### src/rtl/tach_pkg.sv
// Package: widths, register map and reset values of the tachometer.
`timescale 1ns / 1ps
package tach_pkg;

    localparam int NUM_W   = 24;   // rate numerator width
    localparam int PER_W   = 16;   // period field width
    localparam int SPD_W   = 10;   // speed width
    localparam int DIG_W   = 4;    // one decimal digit
    localparam int CNT_W   = 2;    // digit count width
    localparam int DATA_W  = 32;   // APB data width

    typedef logic [DIG_W-1:0] t_digit;
    typedef logic [SPD_W-1:0] t_speed;

    localparam logic [NUM_W-1:0] RATE_RESET  = 24'd468720;
    localparam t_speed           LIMIT_RESET = 10'd999;
    localparam t_speed           LIMIT_MAX   = 10'd999;
    localparam t_speed           LAST_RESET  = 10'd1;

    // register index, taken from paddr bit 2
    localparam logic REG_RATE  = 1'b0;
    localparam logic REG_LIMIT = 1'b1;

    localparam logic [CNT_W-1:0] DCNT_ONE   = 2'd1;
    localparam logic [CNT_W-1:0] DCNT_TWO   = 2'd2;
    localparam logic [CNT_W-1:0] DCNT_THREE = 2'd3;

endpackage

### src/rtl/tachometer_rpm_from_period_top.sv
// Top level: period-to-speed tachometer with bit-serial divider and digit split.
`timescale 1ns / 1ps
// Turns one request (a captured period, or a no-rotation timeout) into one speed
// result: rate_numerator / period, clamped to min(speed_limit, 999), zero for a
// timeout or a zero period, split into three decimal digits with a significant
// digit count and changed/saturated flags. One request at a time: a period goes through
// an accept step, the restoring divider (one quotient bit per cycle), a clamp step,
// serial binary-to-BCD conversion and a load of the output register once it is free;
// a timeout or zero period skips the divider. The next request is taken as soon as
// the result sits in the output register, even if the consumer has not yet taken it.
module tachometer_rpm_from_period_top
    import tach_pkg::*;
#(
    parameter int PERIOD_BITS = 16
) (
    input  logic              i_clk,
    input  logic              i_rst_n,
    // request channel
    input  logic              i_in_valid,
    output logic              o_in_ready,
    input  logic              i_command,
    input  logic [PER_W-1:0]  i_period,
    // result channel
    output logic              o_out_valid,
    input  logic              i_out_ready,
    output logic [SPD_W-1:0]  o_speed,
    output logic [DIG_W-1:0]  o_hundreds,
    output logic [DIG_W-1:0]  o_tens,
    output logic [DIG_W-1:0]  o_units,
    output logic [CNT_W-1:0]  o_digit_count,
    output logic              o_changed,
    output logic              o_saturated,
    // configuration
    input  logic              psel,
    input  logic              penable,
    input  logic              pwrite,
    input  logic [2:2]        paddr,
    input  logic [DATA_W-1:0] pwdata,
    output logic [DATA_W-1:0] prdata,
    output logic              pready
);

    localparam int KEEP_W = (PERIOD_BITS < PER_W) ? PERIOD_BITS : PER_W;
    localparam logic [PER_W-1:0] PMASK = PER_W'((33'd1 << KEEP_W) - 33'd1);
    localparam int SEQ_W = $clog2(NUM_W);

    localparam logic [2:0] S_IDLE  = 3'd0;
    localparam logic [2:0] S_DIV   = 3'd1;
    localparam logic [2:0] S_CLAMP = 3'd2;
    localparam logic [2:0] S_BCD   = 3'd3;
    localparam logic [2:0] S_FIN   = 3'd4;

    logic [2:0]        r_state, n_state;
    logic [SEQ_W-1:0]  r_seq, n_seq;
    logic [NUM_W-1:0]  r_rate;
    t_speed            r_limit;
    t_speed            r_last, n_last;
    logic [PER_W-1:0]  r_div, n_div;
    logic [PER_W-1:0]  r_rem, n_rem;
    logic [NUM_W-1:0]  r_num, n_num;
    logic              r_zero, n_zero;
    t_speed            r_speed, n_speed;
    logic              r_sat, n_sat;
    t_speed            r_bin, n_bin;
    logic [3*DIG_W-1:0] r_bcd, n_bcd;

    logic              r_ov, n_ov;
    t_speed            r_o_speed, n_o_speed;
    t_digit            r_o_h, n_o_h, r_o_t, n_o_t, r_o_u, n_o_u;
    logic [CNT_W-1:0]  r_o_cnt, n_o_cnt;
    logic              r_o_chg, n_o_chg, r_o_sat, n_o_sat;

    logic [PER_W-1:0]  per_in;
    logic [PER_W:0]    trial, diff;
    logic              ge;
    t_speed            lim;
    logic [3*DIG_W-1:0] adj;
    logic              slot_free;
    logic              cfg_wr;

    assign per_in = i_period & PMASK;
    assign trial  = {r_rem, r_num[NUM_W-1]};
    assign diff   = trial - {1'b0, r_div};
    assign ge     = (trial >= {1'b0, r_div});
    assign lim    = (r_limit > LIMIT_MAX) ? LIMIT_MAX : r_limit;
    assign slot_free = !r_ov || i_out_ready;

    // add-3 on every BCD digit of 5 or more before the shift
    always_comb begin
        for (int k = 0; k < 3; k++) begin
            adj[k*DIG_W +: DIG_W] = (r_bcd[k*DIG_W +: DIG_W] >= DIG_W'(5))
                ? r_bcd[k*DIG_W +: DIG_W] + DIG_W'(3)
                : r_bcd[k*DIG_W +: DIG_W];
        end
    end

    always_comb begin
        n_state   = r_state;
        n_seq     = r_seq;
        n_last    = r_last;
        n_div     = r_div;
        n_rem     = r_rem;
        n_num     = r_num;
        n_zero    = r_zero;
        n_speed   = r_speed;
        n_sat     = r_sat;
        n_bin     = r_bin;
        n_bcd     = r_bcd;
        n_ov      = r_ov && !i_out_ready;
        n_o_speed = r_o_speed;
        n_o_h     = r_o_h;
        n_o_t     = r_o_t;
        n_o_u     = r_o_u;
        n_o_cnt   = r_o_cnt;
        n_o_chg   = r_o_chg;
        n_o_sat   = r_o_sat;
        unique case (r_state)
            S_IDLE: begin
                if (i_in_valid) begin
                    n_div  = per_in;
                    n_num  = r_rate;
                    n_rem  = '0;
                    n_seq  = '0;
                    n_zero = i_command || (per_in == '0);
                    n_state = (i_command || (per_in == '0)) ? S_CLAMP : S_DIV;
                end
            end
            S_DIV: begin
                n_rem = ge ? diff[PER_W-1:0] : trial[PER_W-1:0];
                n_num = {r_num[NUM_W-2:0], ge};
                n_seq = r_seq + 1'b1;
                if (r_seq == SEQ_W'(NUM_W - 1)) begin
                    n_state = S_CLAMP;
                end
            end
            S_CLAMP: begin
                // clamp on the full quotient
                if (r_zero) begin
                    n_speed = '0;
                    n_sat   = 1'b0;
                end else if (r_num > NUM_W'(lim)) begin
                    n_speed = lim;
                    n_sat   = 1'b1;
                end else begin
                    n_speed = r_num[SPD_W-1:0];
                    n_sat   = 1'b0;
                end
                n_bin   = n_speed;
                n_bcd   = '0;
                n_seq   = '0;
                n_state = S_BCD;
            end
            S_BCD: begin
                n_bcd = {adj[3*DIG_W-2:0], r_bin[SPD_W-1]};
                n_bin = {r_bin[SPD_W-2:0], 1'b0};
                n_seq = r_seq + 1'b1;
                if (r_seq == SEQ_W'(SPD_W - 1)) begin
                    n_state = S_FIN;
                end
            end
            S_FIN: begin
                if (slot_free) begin
                    n_ov      = 1'b1;
                    n_o_speed = r_speed;
                    n_o_h     = r_bcd[2*DIG_W +: DIG_W];
                    n_o_t     = r_bcd[DIG_W +: DIG_W];
                    n_o_u     = r_bcd[0 +: DIG_W];
                    if (r_bcd[2*DIG_W +: DIG_W] != '0) begin
                        n_o_cnt = DCNT_THREE;
                    end else if (r_bcd[DIG_W +: DIG_W] != '0) begin
                        n_o_cnt = DCNT_TWO;
                    end else begin
                        n_o_cnt = DCNT_ONE;
                    end
                    n_o_chg = (r_speed != r_last);
                    n_o_sat = r_sat;
                    n_last  = r_speed;
                    n_state = S_IDLE;
                end
            end
            default: begin
                n_state = S_IDLE;
            end
        endcase
    end

    assign cfg_wr = psel && penable && pwrite && pready;

    always_ff @(posedge i_clk) begin
        if (!i_rst_n) begin
            r_state <= S_IDLE;
            r_ov    <= 1'b0;
            r_last  <= LAST_RESET;
            r_rate  <= RATE_RESET;
            r_limit <= LIMIT_RESET;
        end else begin
            r_state <= n_state;
            r_ov    <= n_ov;
            r_last  <= n_last;
            if (cfg_wr && paddr[2] == REG_RATE) begin
                r_rate <= pwdata[NUM_W-1:0];
            end
            if (cfg_wr && paddr[2] == REG_LIMIT) begin
                r_limit <= pwdata[SPD_W-1:0];
            end
        end
    end

    always_ff @(posedge i_clk) begin
        r_seq     <= n_seq;
        r_div     <= n_div;
        r_rem     <= n_rem;
        r_num     <= n_num;
        r_zero    <= n_zero;
        r_speed   <= n_speed;
        r_sat     <= n_sat;
        r_bin     <= n_bin;
        r_bcd     <= n_bcd;
        r_o_speed <= n_o_speed;
        r_o_h     <= n_o_h;
        r_o_t     <= n_o_t;
        r_o_u     <= n_o_u;
        r_o_cnt   <= n_o_cnt;
        r_o_chg   <= n_o_chg;
        r_o_sat   <= n_o_sat;
    end

    assign o_in_ready    = (r_state == S_IDLE);
    assign o_out_valid   = r_ov;
    assign o_speed       = r_o_speed;
    assign o_hundreds    = r_o_h;
    assign o_tens        = r_o_t;
    assign o_units       = r_o_u;
    assign o_digit_count = r_o_cnt;
    assign o_changed     = r_o_chg;
    assign o_saturated   = r_o_sat;

    assign pready = 1'b1;
    assign prdata = (paddr[2] == REG_RATE) ? DATA_W'(r_rate) : DATA_W'(r_limit);

endmodule

### config.mk
export PLATFORM = sky130hd
export DESIGN_NAME = tachometer_rpm_from_period_top
export DESIGN_NICKNAME = d
export VERILOG_FILES = /design/src/rtl/tach_pkg.sv /design/src/rtl/tachometer_rpm_from_period_top.sv
export SDC_FILE = /design/constraint.sdc
export NUM_CORES = 1
export LEC_CHECK = 0
export ABC_CLOCK_PERIOD_IN_PS = 5300
export BUFFER_PORTS_ARGS = -buffer_cell sky130_fd_sc_hd__buf_2
export CORE_MARGIN = 2
export CORE_UTILIZATION = 60
export CTS_CLUSTER_SIZE = 8
export DETAILED_ROUTE_END_ITERATION = 8
export PLACE_DENSITY = 0.84
export SLEW_MARGIN = 15
export SYNTH_ARGS = -nofsm -noshare
export SYNTH_HDL_FRONTEND = slang
export SYNTH_SLANG_ARGS = --single-unit
### constraint.sdc
create_clock -name i_clk -period 5.3 [get_ports i_clk]
set_input_delay 0 -clock i_clk [delete_from_list [all_inputs] [get_ports i_clk]]
set_output_delay 0 -clock i_clk [all_outputs]
set_load 0.01 [all_outputs]
==> After elaboration in Yosys (flattened, before gate mapping) <==
Cells that the tools add are included.
{ "op_classes": {"n_addsub": 5, "mul": 0, "div": 0, "n_lt_le_gt_ge": 6, "n_eq_ne": 11, "shifts": 0, "muxes": 26, "bitwise_logic": 1, "n_reduce_logical": 22} }
{ "op_table": {"columns": ["op", "n"], "rows": [
  ["24-bit two-way mux", 2],
  ["24-bit one-hot mux with 2 select lines", 1],
  ["16-bit two-way mux", 2],
  ["16-bit one-hot mux with 2 select lines", 1],
  ["10-bit two-way mux", 3],
  ["24-bit by 10-bit > comparator with 1-bit output", 1],
  ["12-bit one-hot mux with 2 select lines", 1],
  ["10-bit one-hot mux with 2 select lines", 1],
  ["17-bit by 16-bit greater-or-equal comparator with 1-bit output", 1],
  ["16-bit zero test", 1],
  ["16-bit subtractor", 1],
  ["3-bit two-way mux", 5],
  ["3-bit one-hot mux with 5 select lines", 1],
  ["5-bit one-hot mux with 3 select lines", 1],
  ["4-bit by 3-bit greater-or-equal comparator with 1-bit output, second input constant", 3],
  ["10-bit > comparator, second input constant", 1],
  ["10-bit inequality test", 1],
  ["4-bit by 2-bit adder with 4-bit output, second input constant", 2],
  ["4-bit two-way mux", 2],
  ["2-bit inequality test, second input constant", 4],
  ["2-bit AND reduction", 4],
  ["4-bit nonzero test", 2],
  ["3-bit by 2-bit == test with 1-bit output, second input constant", 2],
  ["5-bit by 1-bit adder with 5-bit output, second input constant", 1],
  ["other kinds (17)", 27]
]} }
{ "totals": {"regBits": 169, "latch_bits": 0, "mem_bits_rw": 0, "romBits": 0, "input_bits": 57, "elab_cells": 92, "n_memories": 0} }

==> Depth between registers and ports, before layout <==
{ "logic_depth": {"depth_word": 6, "depth_mapped": 14, "depth_no_buf": 13} }

==> Worst setup path after synthesis <==
OpenSTA, ideal clock, no wires.
{ "synth_timing": {"path_kind": "register to register", "startpoint": "reg r_limit[9]", "endpoint": "reg r_bin[8], data pin", "setup_ns": 0.269, "arrival_time_ns": 2.306, "required_ns": 5.031, "setup_slack_ns": 2.725, "stages_incl_launch_ff": 14, "synth_period_minus_slack_ns": 2.575, "path_cell_list": "dfxtp_1 inv_1 nor3_1 nand3_1 nor2_1 nor2_1 ha_1 nor2b_1 o211ai_1 a21o_1 a31oi_4 buf_6 mux2i_1 o31ai_1"} }
{ "synth_via": {"elab_chain_len": 6} }
{ "synth_rtl": {"columns": ["element", "line_no", "source"], "rows": [
  ["start: declaration", "tachometer_rpm_from_period_top.sv:56", "t_speed r_limit;"],
  ["start signal: assignment", "tachometer_rpm_from_period_top.sv:204", "r_limit <= pwdata[SPD_W-1:0];"],
  ["10-bit > comparator", "tachometer_rpm_from_period_top.sv:85", "assign lim = (r_limit > LIMIT_MAX) ? LIMIT_MAX : r_limit;"],
  ["10-bit two-way mux *", "tachometer_rpm_from_period_top.sv:85", null],
  ["24-bit by 10-bit > comparator with 1-bit output", "tachometer_rpm_from_period_top.sv:141", "end else if (r_num > NUM_W'(lim)) begin"],
  ["10-bit two-way mux *", "tachometer_rpm_from_period_top.sv:141", null],
  ["10-bit two-way mux *", "tachometer_rpm_from_period_top.sv:138", "if (r_zero) begin"],
  ["10-bit one-hot mux with 2 select lines *", "tachometer_rpm_from_period_top.sv:117", "unique case (r_state)"],
  ["via n_bin[8]", "tachometer_rpm_from_period_top.sv:64", "t_speed r_bin, n_bin;"],
  ["end signal: assignment", "tachometer_rpm_from_period_top.sv:217", "r_bin <= n_bin;"],
  ["end: declaration", "tachometer_rpm_from_period_top.sv:64", null]
]} }
Mark *: on every way through the listed nets, which the timed path passes. The rest lies on a longest branch.
A chain may end at the register's enable or synchronous reset.

==> Final worst setup path <==
Ends and elaborated chain as after synthesis.

==> summary.md <==
| Metric | Value |
|---|---|
| Initial Utilization | 0.6067 |
| Fin util | 0.7239 |
| DP Area | around 0.009 mm² |
| Total Routed Length | ~18000 µm |
| Setup violations, final | 0 |
| Async set-reset flop share out of synthesis | 0 |
| Post-synth EDFFs | between 100 and 150 |
| Register bit total from synthesis | roughly 170 |
| Largest net degree at the start of global routing | around 50 |
| Io pins | 118 |
| ANT nets after route | 0 |
| Yosys warning count | 0 |
| Most frequent cells in the layout | nand2_1 (186), edfxtp_1 (121), buf_2 (100) |
| Max-slew violations | 0 |
| Int Power | about 2.9 mW |
| Critical Path Sink Type | flop |
| R2R Path Start | r_limit[9] |
| F_max | 0.3183 GHz |
| Slew @ Worst Pin | roughly 1.1 ns |
| CTS tree | yes |
| Hold Crit Start | pwrite |
| Post-route minimum period | 3.142 ns |
| Clock Tree Buf Depth | 2 |
| Switching part of the total | 0.3190 |
| Max cap viols | 0 |
| GRT overflow | 0 |
| Reg power frac | 0.435 |
| Power share of the clock group | 0.298 |
| Power per Cell Area | between 400 and 500 mW/mm² |
| Total setup buffers inserted after CTS | 0 |
| Sequential area share after synthesis | 0.5520 |
| Die X | between 100 and 150 µm |
| Prevailing post-synth register cell | edfxtp_1 |
| R2r setup slk | 2.16 ns |
| Worst-path clk slew | 0.06 ns |
| Fin crit share | 0.5928 |
| Yosys cell types | 52 |
| Initial antenna violation count | 0 |
| Area Growth Syn to Fin | 19.33% |
| Hold endpoint | r_limit[1] |
| Vias post-DR | between 6000 and 7000 |
| Cells after Synth | just over 800 |
| Nets | 1033 |
| GP Congestion | 0.8801 |
| DP Cell Count | 1058 |
| CP Max Fanout | 16 |
| Total Negative Setup Slacks | 0 ns |
| Startpoint class of the critical path | flop |
| Num CTS Buffers | 17 |
| DRC | 0 |
| Reg2Reg Capture Point | r_bin[8] |
| Skew-Pair Late Insertion Delay | between 0.4 and 0.5 ns |
| H-tree Lvls | 4 |
| Floorplan row count | 43 |
| Crit path from | r_limit[9] |
| Design area | between 0.009 and 0.01 mm² |
| Synthesized area per cell | 10.29 µm² |
| Mapped cell area | approximately 0.0083 mm² |
| First drt pass iteration count | 5 |
| Clk_skew | between 0.01 and 0.015 ns |
| Die outline height | about 120 µm |
| Std-Cell Core Area | ~0.014 mm² |
| Fin cells | between 1000 and 1500 |
| Most common cell after layout, fill and taps aside | nand2_1 |
| Gate power share | 0.268 |
| Clock sink count | about 170 |
| WL/cell | approximately 16 µm |
| Switching pwr | between 1 and 1.5 mW |
| CP required | roughly 5.4 ns |
| Leak pwr | around 4 nW |
| First-pass GRT wire length | between 20000 and 30000 µm |
| Total global routing track utilization | 0.2496 |
| CP arrival | 3.29 ns |
| Initial DRC Count | 390 |
| Final Hold Viols | 0 |
| Worst R2R Path Depth | 12 |
| Hold Crit Class | input port to flop |
| HPWL Detailed | between 10000 and 15000 µm |
| DR vias/cell | 5.595 |
| RSZ-0062 raised after global routing | false |
| Status | finished, final reports clean |
| Slew headroom | 0.2897 |
| Ant diodes | 0 |
| Port Buffers | 100 |
| Min-Delay Path Depth | 4 |
| Critical path class | flop to flop |
| Number of global-route vias before repair | between 6000 and 7000 |
| Clk root buf | clkbuf_16 |
| Layout cell share with drive strength beyond 1 | 0.1658 |
| Maximum vdd drop | ~0.25 mV |
| Die ar. | around 0.015 mm² |
-- how the worst max path moves through the flow --
| stage | depth (start not counted) | end | slack [ns] |
|---|---|---|---|
| 2_1_floorplan | 13 | r_bin[8] | 2.73 |
| 3_3_place_gp | 12 | r_bin[9] | 2.32 |
| 3_5_place_dp | 12 | r_bin[9] | 2.22 |
| 4_1_cts | 12 | r_bin[9] | 2.17 |
| 5_1_grt | 12 | r_bin[9] | 1.90 |
| 6_report | 12 | r_bin[8] | 2.16 |
-- per-stage QoR --
stage               setup slack, ns  hold slack (ns)  total power [mW]
floorplan                     2.725          0.09887             2.718
global placement              2.320           0.1911             2.922
detailed placement            2.222           0.1926             2.974
CTS                           2.167          0.04852             4.265
global route                  1.899          0.07900             4.487
finish                        2.158          0.07331             4.268
-- power by group through the flow --
stage / clock network [mW] / registers (mW) / logic (mW)
2_1_floorplan: 0 / 1.83 / 0.891
3_3_place_gp: 0 / 1.87 / 1.06
3_5_place_dp: 0 / 1.88 / 1.10
4_1_cts: 1.28 / 1.85 / 1.13
5_1_grt: 1.33 / 1.88 / 1.27
6_report: 1.27 / 1.85 / 1.14
-- flip-flops by register name (all words and copies together) (netlist names), 2 cells and up --
register	flops
o_digit_count	2
o_hundreds	4
o_speed	10
o_tens	4
o_units	4
r_bcd	12
r_bin	10
r_div	16
r_last	10
r_limit	10
r_num	24
r_rate	24
r_rem	16
r_seq	5
r_speed	10
r_state	3
-- cells by family (layout without fill, tap and decap cells) --
| kind of cell | Yosys count | count (layout) | synth area share |
|---|---|---|---|
| and+or+nand+nor | 354 | 354 | 0.1890 |
| DFF | 169 | 169 | 0.5520 |
| AOI/OAI and AO/OA | 112 | 112 | 0.09561 |
| buffers and inverters | 80 | 217 | 0.04284 |
| adders and majority gates | 36 | 36 | 0.05502 |
| xor gates and xnor gates | 30 | 30 | 0.03157 |
| muxes | 26 | 26 | 0.03307 |
| other | 2 | 9 | 0.0009023 |
-- routing by layer --
layer  vias up  track usage  share of wire
met5         -            0              0
met3        36      0.05571          0.063
met1      3003       0.3251           0.45
li1       3053            -              -
met2       247       0.4068           0.47
met4         0       0.1013          0.021
-- layout make-up --
type                    count  area [µm²]
flip-flops and latches    169        4594
fillers                   927        3787
multi-input cells         567        3406
repair buffers            148       968.4
clock buffers              20       436.7
well taps                 180       225.2
clock inverters            12       162.7
inverters                  37       138.9
-- worst max-delay path, stage by stage (launching register included) --
cell and delay (ns):
dfxtp_1 0.36, inv_1 0.10, nor3_1 0.20, nand3_1 0.20
nor2_1 0.25, nor2_1 0.11, ha_1 0.30, nor2b_1 0.13
o211ai_1 0.10, a21o_1 0.20, a31oi_4 0.45, mux2i_1 0.34
o31ai_1 0.11
-- cells in the mapped netlist (all sizes together) (15+ instances only) --
| master | n | area share |
|---|---|---|
| nand2 | 186 | 0.084 |
| edfxtp | 121 | 0.44 |
| nor2 | 61 | 0.028 |
| dfxtp | 48 | 0.12 |
| inv | 37 | 0.017 |
| ha | 35 | 0.053 |
| clkbuf | 30 | 0.014 |
| a21oi | 28 | 0.017 |
| a21boi | 27 | 0.024 |
| nand3 | 27 | 0.016 |
| nor2b | 22 | 0.017 |
| xor2 | 19 | 0.020 |
| o21ai | 15 | 0.0090 |
-- what timing repair did --
item                                    CTS  global route
endpoints found under the setup margin    0             0
hold endpoints to repair                 53             0
hold buffers                             43             0
gates resized for setup                   0             0
Power figures use the tool's default switching activity.
